[config.mk]
export PLATFORM = sky130hd
export DESIGN_NAME = sorted_timer_queue
export DESIGN_NICKNAME = d
export VERILOG_FILES = /design/src/rtl/core/stq_pkg.sv /design/src/rtl/core/stq_ram.sv /design/src/rtl/core/sorted_timer_queue.sv
export SDC_FILE = /design/constraint.sdc
export NUM_CORES = 2
export LEC_CHECK = 0
export BUFFER_PORTS_ARGS = -buffer_cell sky130_fd_sc_hd__buf_2
export CORE_MARGIN = 2
export CORE_UTILIZATION = 62
export CTS_CLUSTER_SIZE = 25
export DETAILED_ROUTE_END_ITERATION = 12
export PLACE_DENSITY = 0.8
export SETUP_SLACK_MARGIN = 0.02
export SYNTH_ARGS = -nofsm -noshare
export SYNTH_HDL_FRONTEND = slang
export SYNTH_SLANG_ARGS = --single-unit
[constraint.sdc]
create_clock -name i_clk -period 5.8 [get_ports i_clk]
set_input_delay 0.87 -clock i_clk [delete_from_list [all_inputs] [get_ports i_clk]]
set_output_delay 0.87 -clock i_clk [all_outputs]
set_load 0.005 [all_outputs]
[src/rtl/core/stq_pkg.sv]
// stq_pkg: item types, request kinds and status codes of the sorted timer queue
// no dependencies; used by sorted_timer_queue and tb_sorted_timer_queue
package stq_pkg;

    localparam int DL_W  = 32;
    localparam int TOK_W = 16;

    // request kinds
    localparam logic [1:0] KIND_ARM     = 2'd0;
    localparam logic [1:0] KIND_CANCEL  = 2'd1;
    localparam logic [1:0] KIND_PROCESS = 2'd2;

    // result status codes
    localparam logic [1:0] STATUS_OK         = 2'd0;
    localparam logic [1:0] STATUS_FULL       = 2'd1;
    localparam logic [1:0] STATUS_BAD_CANCEL = 2'd2;

    // input item
    typedef struct packed {
        logic [1:0]       kind;
        logic [DL_W-1:0]  now;
        logic [DL_W-1:0]  delay;
        logic [TOK_W-1:0] token;
        logic [3:0]       handle;
    } t_stq_in;

    // result item
    typedef struct packed {
        logic [1:0]       status;
        logic             fired;
        logic [3:0]       slot;
        logic [TOK_W-1:0] fired_token;
        logic [DL_W-1:0]  next_deadline;
    } t_stq_out;

    // one entry of the timer memory
    typedef struct packed {
        logic [TOK_W-1:0] token;
        logic [DL_W-1:0]  deadline;
    } t_stq_timer;

endpackage

[src/rtl/core/stq_ram.sv]
// stq_ram: simple dual-port synchronous memory, one write and one registered read port
// no package dependencies
module stq_ram #(
    parameter int W = 8,
    parameter int D = 16
) (
    input  logic                 i_clk,
    input  logic                 i_we,
    input  logic [$clog2(D)-1:0] i_waddr,
    input  logic [W-1:0]         i_wdata,
    input  logic [$clog2(D)-1:0] i_raddr,
    output logic [W-1:0]         o_rdata
);

    logic [W-1:0] r_mem [D];
    logic [W-1:0] r_rdata;

    // write port
    always_ff @(posedge i_clk) begin
        if (i_we) begin
            r_mem[i_waddr] <= i_wdata;
        end
    end

    // registered read port
    always_ff @(posedge i_clk) begin
        r_rdata <= r_mem[i_raddr];
    end

    assign o_rdata = r_rdata;

endmodule

[src/rtl/core/sorted_timer_queue.sv]
// sorted_timer_queue: table of pending timers kept in deadline order, one result per request
// depends on stq_pkg and stq_ram (timer memory and order-list memory)
//
// Holds up to SLOTS timers: a timer memory with deadline and token per slot, and an
// order-list memory with the slot numbers in deadline order (ties keep arrival order).
// One request is worked on at a time; o_in_stall is high during reset and from acceptance
// until the result has been placed in the output register, which may still wait while the
// next item is taken. An arm first scans the busy bits for the lowest free slot, then
// compares list entries from the tail (the later-deadline entries plus the one the walk
// stops at), with two dependent memory reads per entry; cancel and a firing process run a
// compaction pass over the list, followed by a refresh of the earliest deadline when the
// earliest timer changes and timers remain; other requests go straight to the result. A
// held output register stalls the result. No clearing pass is needed after reset.
module sorted_timer_queue #(
    parameter int SLOTS = 16
) (
    input  logic              i_clk,
    input  logic              i_rst_n,
    input  logic              i_in_valid,
    output logic              o_in_stall,
    input  stq_pkg::t_stq_in  i_in_item,
    output logic              o_out_valid,
    input  logic              i_out_stall,
    output stq_pkg::t_stq_out o_out_item
);

    localparam int SW = $clog2(SLOTS);
    localparam int CW = $clog2(SLOTS + 1);
    localparam int TW = $bits(stq_pkg::t_stq_timer);

    typedef enum logic [3:0] {
        S_IDLE,
        S_FREE,
        S_WALK_ORD,
        S_WALK_DL,
        S_WALK_CMP,
        S_INSERT,
        S_FIRE_TOK,
        S_REM_RD,
        S_REM_CHK,
        S_REM_END,
        S_HEAD_ORD,
        S_HEAD_DL,
        S_HEAD_CAP,
        S_FINAL,
        S_DONE
    } t_state;

    // control registers
    t_state                   r_state, n_state;
    logic [CW-1:0]            r_live, n_live;
    logic [SLOTS-1:0]         r_busy, n_busy;
    logic                     r_out_valid, n_out_valid;

    // working registers
    stq_pkg::t_stq_in         r_req, n_req;
    logic [stq_pkg::DL_W-1:0] r_dl, n_dl;
    logic [CW-1:0]            r_i, n_i;
    logic [SW-1:0]            r_slot, n_slot;
    logic [SW-1:0]            r_cand, n_cand;
    logic                     r_found, n_found;
    logic                     r_head_chg, n_head_chg;
    logic [stq_pkg::DL_W-1:0] r_head_dl, n_head_dl;
    logic [SW-1:0]            r_head_slot, n_head_slot;
    stq_pkg::t_stq_out        r_res, n_res;
    stq_pkg::t_stq_out        r_out, n_out;

    // memory ports
    logic                     ord_we;
    logic [SW-1:0]            ord_waddr, ord_wdata, ord_raddr, ord_rdata;
    logic                     tim_we;
    logic [SW-1:0]            tim_waddr, tim_raddr;
    stq_pkg::t_stq_timer      tim_wdata, tim_rdata;

    logic [stq_pkg::DL_W:0]   sum;
    logic [stq_pkg::DL_W-1:0] sat_dl;
    logic [stq_pkg::DL_W-1:0] head_next;
    logic [CW-1:0]            i_inc, i_dec;

    stq_ram #(.W(SW), .D(SLOTS)) u_order (
        .i_clk   (i_clk),
        .i_we    (ord_we),
        .i_waddr (ord_waddr),
        .i_wdata (ord_wdata),
        .i_raddr (ord_raddr),
        .o_rdata (ord_rdata)
    );

    stq_ram #(.W(TW), .D(SLOTS)) u_timer (
        .i_clk   (i_clk),
        .i_we    (tim_we),
        .i_waddr (tim_waddr),
        .i_wdata (tim_wdata),
        .i_raddr (tim_raddr),
        .o_rdata (tim_rdata)
    );

    // saturating deadline and head of list
    assign sum       = {1'b0, i_in_item.now} + {1'b0, i_in_item.delay};
    assign sat_dl    = sum[stq_pkg::DL_W] ? '1 : sum[stq_pkg::DL_W-1:0];
    assign head_next = (r_live == '0) ? '0 : r_head_dl;
    assign i_inc     = r_i + CW'(1);
    assign i_dec     = r_i - CW'(1);

    assign o_in_stall  = (r_state != S_IDLE) || !i_rst_n;
    assign o_out_valid = r_out_valid;
    assign o_out_item  = r_out;

    // sequencer next state and memory controls
    always_comb begin
        n_state     = r_state;
        n_live      = r_live;
        n_busy      = r_busy;
        n_out_valid = r_out_valid;
        n_req       = r_req;
        n_dl        = r_dl;
        n_i         = r_i;
        n_slot      = r_slot;
        n_cand      = r_cand;
        n_found     = r_found;
        n_head_chg  = r_head_chg;
        n_head_dl   = r_head_dl;
        n_head_slot = r_head_slot;
        n_res       = r_res;
        n_out       = r_out;
        ord_we      = 1'b0;
        ord_waddr   = '0;
        ord_wdata   = '0;
        ord_raddr   = '0;
        tim_we      = 1'b0;
        tim_waddr   = '0;
        tim_wdata   = '0;
        tim_raddr   = r_head_slot;

        // output register drains
        if (r_out_valid && !i_out_stall) begin
            n_out_valid = 1'b0;
        end

        unique case (r_state)
            S_IDLE: begin
                if (i_in_valid) begin
                    n_req               = i_in_item;
                    n_dl                = sat_dl;
                    n_res               = '0;
                    n_res.next_deadline = head_next;
                    n_state             = S_DONE;
                    unique case (i_in_item.kind)
                        stq_pkg::KIND_ARM: begin
                            if (r_live == CW'(SLOTS)) begin
                                n_res.status = stq_pkg::STATUS_FULL;
                            end else begin
                                n_slot  = '0;
                                n_state = S_FREE;
                            end
                        end
                        stq_pkg::KIND_CANCEL: begin
                            if (32'(i_in_item.handle) >= 32'(SLOTS) ||
                                !r_busy[SW'(i_in_item.handle)]) begin
                                n_res.status = stq_pkg::STATUS_BAD_CANCEL;
                            end else begin
                                n_slot     = SW'(i_in_item.handle);
                                n_i        = '0;
                                n_found    = 1'b0;
                                n_head_chg = 1'b0;
                                n_state    = S_REM_RD;
                            end
                        end
                        stq_pkg::KIND_PROCESS: begin
                            // timer memory is already read at the head slot
                            if (r_live != '0 && i_in_item.now >= r_head_dl) begin
                                n_res.fired = 1'b1;
                                n_res.slot  = 4'(r_head_slot);
                                n_slot      = r_head_slot;
                                n_i         = CW'(1);
                                n_found     = 1'b1;
                                n_head_chg  = 1'b1;
                                n_state     = S_FIRE_TOK;
                            end
                        end
                        default: begin
                            n_state = S_DONE;
                        end
                    endcase
                end
            end

            // lowest free slot, one busy bit a cycle
            S_FREE: begin
                if (!r_busy[r_slot]) begin
                    if (r_live == '0) begin
                        n_i     = '0;
                        n_state = S_INSERT;
                    end else begin
                        n_i     = r_live - CW'(1);
                        n_state = S_WALK_ORD;
                    end
                end else begin
                    n_slot = r_slot + SW'(1);
                end
            end

            // walk from the tail, moving later deadlines up one place
            S_WALK_ORD: begin
                ord_raddr = r_i[SW-1:0];
                n_state   = S_WALK_DL;
            end

            S_WALK_DL: begin
                n_cand    = ord_rdata;
                tim_raddr = ord_rdata;
                n_state   = S_WALK_CMP;
            end

            S_WALK_CMP: begin
                if (tim_rdata.deadline > r_dl) begin
                    ord_we    = 1'b1;
                    ord_waddr = i_inc[SW-1:0];
                    ord_wdata = r_cand;
                    if (r_i == '0) begin
                        n_state = S_INSERT;
                    end else begin
                        n_i     = i_dec;
                        n_state = S_WALK_ORD;
                    end
                end else begin
                    n_i     = i_inc;
                    n_state = S_INSERT;
                end
            end

            // place the new timer at list position r_i
            S_INSERT: begin
                ord_we             = 1'b1;
                ord_waddr          = r_i[SW-1:0];
                ord_wdata          = r_slot;
                tim_we             = 1'b1;
                tim_waddr          = r_slot;
                tim_wdata.token    = r_req.token;
                tim_wdata.deadline = r_dl;
                n_busy[r_slot]     = 1'b1;
                n_live             = r_live + CW'(1);
                if (r_i == '0) begin
                    n_head_dl   = r_dl;
                    n_head_slot = r_slot;
                end
                n_state = S_FINAL;
            end

            S_FIRE_TOK: begin
                n_res.fired_token = tim_rdata.token;
                n_state           = S_REM_RD;
            end

            // compaction pass: entries after the removed one move down
            S_REM_RD: begin
                if (r_i == r_live) begin
                    n_state = S_REM_END;
                end else begin
                    ord_raddr = r_i[SW-1:0];
                    n_state   = S_REM_CHK;
                end
            end

            S_REM_CHK: begin
                if (r_found) begin
                    ord_we    = 1'b1;
                    ord_waddr = i_dec[SW-1:0];
                    ord_wdata = ord_rdata;
                end else if (ord_rdata == r_slot) begin
                    n_found = 1'b1;
                    if (r_i == '0) begin
                        n_head_chg = 1'b1;
                    end
                end
                n_i     = i_inc;
                n_state = S_REM_RD;
            end

            S_REM_END: begin
                n_live         = r_live - CW'(1);
                n_busy[r_slot] = 1'b0;
                if (r_head_chg && r_live != CW'(1)) begin
                    n_state = S_HEAD_ORD;
                end else begin
                    n_state = S_FINAL;
                end
            end

            // refresh the earliest deadline
            S_HEAD_ORD: begin
                ord_raddr = '0;
                n_state   = S_HEAD_DL;
            end

            S_HEAD_DL: begin
                n_head_slot = ord_rdata;
                tim_raddr   = ord_rdata;
                n_state     = S_HEAD_CAP;
            end

            S_HEAD_CAP: begin
                n_head_dl = tim_rdata.deadline;
                n_state   = S_FINAL;
            end

            // arm and cancel report the list after the change
            S_FINAL: begin
                if (r_req.kind != stq_pkg::KIND_PROCESS) begin
                    n_res.next_deadline = head_next;
                    if (r_req.kind == stq_pkg::KIND_ARM) begin
                        n_res.slot = 4'(r_slot);
                    end
                end
                n_state = S_DONE;
            end

            S_DONE: begin
                if (!r_out_valid || !i_out_stall) begin
                    n_out_valid = 1'b1;
                    n_out       = r_res;
                    n_state     = S_IDLE;
                end
            end

            default: begin
                n_state = S_IDLE;
            end
        endcase
    end

    // state and registered outputs
    always_ff @(posedge i_clk) begin
        if (!i_rst_n) begin
            r_state     <= S_IDLE;
            r_live      <= '0;
            r_busy      <= '0;
            r_out_valid <= 1'b0;
        end else begin
            r_state     <= n_state;
            r_live      <= n_live;
            r_busy      <= n_busy;
            r_out_valid <= n_out_valid;
        end
    end

    // working and payload registers
    always_ff @(posedge i_clk) begin
        r_req       <= n_req;
        r_dl        <= n_dl;
        r_i         <= n_i;
        r_slot      <= n_slot;
        r_cand      <= n_cand;
        r_found     <= n_found;
        r_head_chg  <= n_head_chg;
        r_head_dl   <= n_head_dl;
        r_head_slot <= n_head_slot;
        r_res       <= n_res;
        r_out       <= n_out;
    end

    // busy bits and live count agree
    a_busy_count: assert property (@(posedge i_clk) disable iff (!i_rst_n)
        $countones(r_busy) == int'(r_live))
        else $error("busy slots and live count disagree");

    // between requests the cached head names a busy slot
    a_head_busy: assert property (@(posedge i_clk) disable iff (!i_rst_n)
        (r_state == S_IDLE && r_live != '0) |-> r_busy[r_head_slot])
        else $error("head slot not busy");

    // an accepted item blocks the input in the next cycle
    a_accept_stall: assert property (@(posedge i_clk) disable iff (!i_rst_n)
        (i_in_valid && !o_in_stall) |=> o_in_stall)
        else $error("input not stalled after accept");

    // a fired timer always comes with an ok status
    a_fire_ok: assert property (@(posedge i_clk) disable iff (!i_rst_n)
        (o_out_valid && o_out_item.fired) |-> (o_out_item.status == stq_pkg::STATUS_OK))
        else $error("fired result with bad status");

endmodule

# [After elaboration in Yosys (flattened, before gate mapping)]
# Memory sizes are Yosys's and may differ from the RTL's. A register that Yosys moved wholly into a read port is not among the register bits.
# Index checks and enable logic that the tools add are counted.
[word_totals] n_memories=2 rom_bits=0 ramBits=832 word_cells=203 latchBits=0 output_inout_bits=57 in_bits=90 ff_bits=237
[memory_table] name="u_timer.r_mem" depth=16 word_bits=48 read_ports=1 rd_clocked_by_memory_dff=1 wr=1 line="stq_ram.sv:15" rtl="logic [W-1:0] r_mem [D];"
[memory_table] name="u_order.r_mem" depth=16 word_bits=4 read_ports=1 rd_clocked_by_memory_dff=1 wr=1 line="stq_ram.sv:15"
[op_classes] n_div=0 shift=0 n_mul=0 n_addsub=6 n_lt_le_gt_ge=5 bitwise_logic=3 n_eq_ne=37 n_reduce_logical=39 mux=87
[op_table] operator="one-hot mux 32 bit (2 select lines)" count=2
[op_table] operator="2-to-1 mux 32 bit" count=3
[op_table] operator="2-to-1 mux 4 bit" count=23
[op_table] operator="one-hot mux 16 bit (2 select lines)" count=2
[op_table] operator="2-to-1 mux 52 bit" count=1
[op_table] operator="one-hot mux 4 bit (13 select lines)" count=1
[op_table] operator="2-to-1 mux 48 bit" count=1
[op_table] operator="one-hot mux 4 bit (3 select lines)" count=4
[op_table] operator="2-to-1 mux 5 bit" count=8
[op_table] operator="adder 32 x 32 -> 33 bit" count=1
[op_table] operator=">= comparator 32 bit" count=1
[op_table] operator="greater-than comparator 32 bit" count=1
[op_table] operator="one-hot mux 4 bit (2 select lines)" count=4
[op_table] operator="equality test 4 bit, second input constant" count=7
[op_table] operator="2-to-1 mux 1 bit" count=23
[op_table] operator="!= test 2 bit, second input constant" count=11
[op_table] operator="one-hot mux 5 bit (2 select lines)" count=2
[op_table] operator="one-hot mux 5 bit (4 select lines)" count=1
[op_table] operator="bitwise AND 16 bit" count=1
[op_table] operator="equality test 4 x 3 -> 1 bit, second input constant" count=4
[op_table] operator="NOT 16 bit" count=1
[op_table] operator="bitwise OR 16 bit" count=1
[op_table] operator="AND reduction 7 bit" count=2
[op_table] operator="nonzero test 2 bit" count=7
[op_table] operator="37 further kinds" count=65

# [Logic depth before layout (Yosys ltp)]
[depth] word_depth=7 mapped_depth=13 mapped_depth_nobuf=11

# [By module]
# A second synthesis with hierarchy kept.
[hier_totals] hier_cells=2636 hier_area_um2=45891.5
[modules_own_cells] module="stq_ram (u_timer)" cells_each=1242 seq_area_each_um2=24023.0 area_per_inst_um2=29691.0 instances=1
[modules_own_cells] module="sorted_timer_queue" cells_each=1264 seq_area_each_um2=6856.6 area_per_inst_um2=13534.2 instances=1
[modules_own_cells] module="stq_ram (u_order)" cells_each=130 seq_area_each_um2=2001.9 area_per_inst_um2=2666.3 instances=1

# [Least setup slack after synthesis]
# OpenSTA, ideal clock, no wires.
[synth_timing] path_kind="reg2reg" startpoint="register r_state[2]" endpoint="memory u_timer.r_mem[12][0] (netlist name) (enable)" n_path_buf=2 setup_time_ps=513 arrival_ps=4787 slack_ps=500 path_stages_with_launch=7 period_less_slack_ps=5300 t_required_ps=5287 path_cell_list="dfxtp_1 > buf_2 > nand2b_1 > nor2_1 > clkbuf_1 > nand3_1 > nor3_1"
[synth_between] elab_chain_len=4 word_cells_on_any_way=5 cone_classes="eq/ne: 1; mux: 4"
[synth_rtl] item="start, declared" line="sorted_timer_queue.sv:50" rtl="t_state r_state, n_state;"
[synth_rtl] item="start signal, assigned" line="sorted_timer_queue.sv:340" rtl="r_state <= n_state;"
[synth_rtl] item="equality test 4 x 3 -> 1 bit (*)" line="sorted_timer_queue.sv:140" rtl="unique case (r_state)"
[synth_rtl] item="2-to-1 mux 1 bit" line="sorted_timer_queue.sv:140"
[synth_rtl] item="2-to-1 mux 1 bit" line="stq_ram.sv:20" rtl="if (i_we) begin"
[synth_rtl] item="2-to-1 mux 1 bit (implied by the code)" line="stq_ram.sv:21" rtl="r_mem[i_waddr] <= i_wdata;"
[synth_rtl] item="end, declared" line="stq_ram.sv:15"
# Mark *: on every way between the ends. The rest lies on a longest branch, timed or not.

# [Final worst setup path]
[layout_timing] startpoint="register r_state[1]" endpoint="register u_timer.r_rdata[25], in the netlist u_timer.o_rdata[25] (read register of u_timer.r_mem)"
[layout_between] elab_chain_len=3 word_cells_on_any_way=4 cone_classes="eq/ne: 2; mux: 1; reduce/logical: 1"
[layout_rtl] item="equality test 4 bit or equality test 4 x 2 -> 1 bit (tied branches)" line="sorted_timer_queue.sv:140"
[layout_rtl] item="OR reduction 2 bit (no line) (*)"
[layout_rtl] item="2-to-1 mux 4 bit (*)" line="sorted_timer_queue.sv:140"
[layout_rtl] item="end, declared" line="stq_ram.sv:16" rtl="logic [W-1:0] r_rdata;"
# Marks and branches as above.
# A chain may end at the register's enable or synchronous reset.

==> metrics.yaml <==
leakage_nw: 17.6
maxCapViolations: 0
worstSetupPathType: "flip-flop to flip-flop"
hold_viol: 0
synth_common_cells: "edfxtp_1 (1,043), nand2_1 (236), mux4_2 (202), nor2_1 (162), o21ai_0 (112)"
crit_chain: "nand2_2 > nor2_4 > mux2i_4 > buf_12 > mux4_2 > and2_1 > a211oi_1 > a31oi_1"
fin_skew_ps: 27.3
cts_hold_buf: 0
critPathLaunch: "r_state[1]"
synth_edf_count: 1043
vias: 26700
cts_buffers: 108
yosysWarnings: 0
hold_depth: 1
path_max_fanout: 69
cts.sinks: 1121
yosysTopAreaCell: "edfxtp_1"
placeableCoreArea_um2: 74200
io_buffers: 146
grt_pass1_vias: 26800
viasPerCell: 6.59
post_drt_wl_per_cell_um: 27.1
max_slew_margin: 0.0715
fin_nets: 3186
pin_count: 147
initial_core_util: 0.625
worstSkewPairLatency_ps: 690
clock_path_buffers: 3
ys_types: 74
ys.flop_type: "edfxtp_1"
postSynth.asyncResetShare: 0
cts_root_buf: "clkbuf_16"
hold_class: "input pin to flip-flop"
grt_max_degree: 70
drtAntennaViolNets: 0
grt_pass1_wl_um: 164000
synth_top_area_frac: 0.676
slew_viol_final: 0
post_cts_buffers: 0
h-tree-depth: 3
grt_util_met3: 0.0408
cts_resized: 0
dieArea_um2: 77000
finalSetupViolations: 0
ys_seq_area_frac: 0.709
cpPeakStageDelay_ps: 860
grt_use_met2: 0.462
grtUsageTotal: 0.286
endpoint_kind: "flip-flop"
grt_overflow: 0
cp-start-kind: "flip-flop"
syn_nets: 3025
avgSynthCellArea_um2: 16.4
routed_wl_um: 110000
rrSetupSlack_ps: 1810
peakVddDrop_uv: 298
antenna_found_initial: 1
slowest_stage: "mux2i_4"
cp-endpoint: "u_timer.o_rdata[25]"
drtIter0Drc: 3799
synthTopCellsByArea: "edfxtp_1 (68%), mux4_2 (9.8%), dfxtp_1 (3.4%)"
cts_tree: "yes"
grt_use_met1: 0.404
dr.pass1.iters: 8
rr_worst_depth: 8
clock.fmax_ghz: 0.251
yosysMostFrequentCell: "edfxtp_1"
critPathTopFamily: "multiplexers"
synth-seq-cells: 1121
hpwlAfterDp_um: 62100
crit_buf_inv: 1
synth_area_um2: 46400
fin_crit_sh: 0.688
layout_min_cycle_time_ps: 3990
syn_to_final_growth_pct: 12.1
tightest_slew_ps: 1390
path_depth: 8
grt-busiest-layer: "met2"
drive_above_1_share: 0.195
die_h_um: 277
cp_data_required_time_ps: 6330
die_x_um: 277
hold_slack_ps: 349
critPathArrivalTime_ps: 4520
r2r-start: "r_state[1]"
rsz0062_at_grt: "no"
synthCells: 2823
rows: 100
path_clk_slew_ps: 60
routabilityCongestion: 0.938
reg2reg_to: "u_timer.o_rdata[25]"
powerDensity_nw_per_um2: 380
antenna_cells: 0
drc: 0
outcome: "completed"
setup_tns_ps: 0
[state kept, by name, indices dropped and copies added, names as in the netlist, 18 cells and up, named ones only]
register and cells:
u_timer.r_mem 768, u_order.r_mem 64, o_out_item 55, r_res 55, u_timer.o_rdata 48, r_dl 32, r_head_dl 32, r_req 18
[area by class of cell]
type	count	area, µm²
sequential	1121	32900
fill	4539	22200
multi-input combinational	1466	12700
clock buffer	145	2950
tap	969	1210
timing repair buffer	191	1160
clock inverter	57	699
inverter	96	360
[worst min-delay path by stage]
stage	startpoint	end	slack, ps
after floorplan	r_res[0]	o_out_item[0]	400
after global placement	r_res[21]	o_out_item[21]	400
after detailed placement	r_res[20]	o_out_item[20]	400
after CTS	i_in_item[11]	r_req[11]	320
after global routing	i_in_item[8]	r_req[8]	330
final	i_in_item[11]	r_req[11]	350
[cells in the final DEF (no fill, tap or decap), drive strengths merged, types with 85 or more instances in the layout]
| cell | netlist | routed |
|---|---|---|
| a21oi | 85 | 85 |
| buf | 49 | 191 |
| clkbuf | 91 | 145 |
| edfxtp | 1043 | 1043 |
| ha | 111 | 111 |
| inv | 96 | 102 |
| mux4 | 202 | 202 |
| nand2 | 240 | 240 |
| nor2 | 163 | 163 |
| o21ai | 113 | 113 |
[kinds of logic after synthesis]
group                    synth area share
flip-flops                          0.709
adder cells (fa/ha/maj)            0.0304
XOR/XNOR                          0.00888
AO/OA/AOI/OAI                      0.0616
multiplexers                        0.108
buffers and inverters              0.0213
AND/OR/NAND/NOR                    0.0610
[worst register-to-register path, stage by stage (launching register included)]
cell      delay [ps]
dfxtp_1          720
nand2_2          170
nor2_4           350
mux2i_4          860
buf_12           530
mux4_2           670
and2_1           180
a211oi_1         260
a31oi_1          100
[metal layers]
layer | vias to the layer above | share of wire
li1 | 11400 | -
met1 | 13500 | 0.39
met2 | 1582 | 0.49
met3 | 224 | 0.092
met4 | 2 | 0.030
met5 | - | 0.00012
[power breakdown]
| part | switching [W] | internal (W) |
|---|---|---|
| clock | 0.00300 | 0.00417 |
| sequential | 0.000376 | 0.00958 |
| combinational | 0.00172 | 0.000911 |
[through the flow]
stage | instances | util | setup WS [ps] | power (W) | area, µm²
3_3_place_gp | 3843 | 0.651 | 1480 | 0.0126 | 48300
3_5_place_dp | 3843 | 0.651 | 1410 | 0.0127 | 48300
2_1_floorplan | 2823 | - | 500 | 0.0118 | 46400
4_1_cts | 4045 | 0.700 | 1830 | 0.0198 | 52000
5_1_grt | 4045 | 0.700 | 1540 | 0.0204 | 52000
6_report | 4045 | 0.700 | 1810 | 0.0198 | 52000
Note: power is estimated with default switching activity, not from simulation.
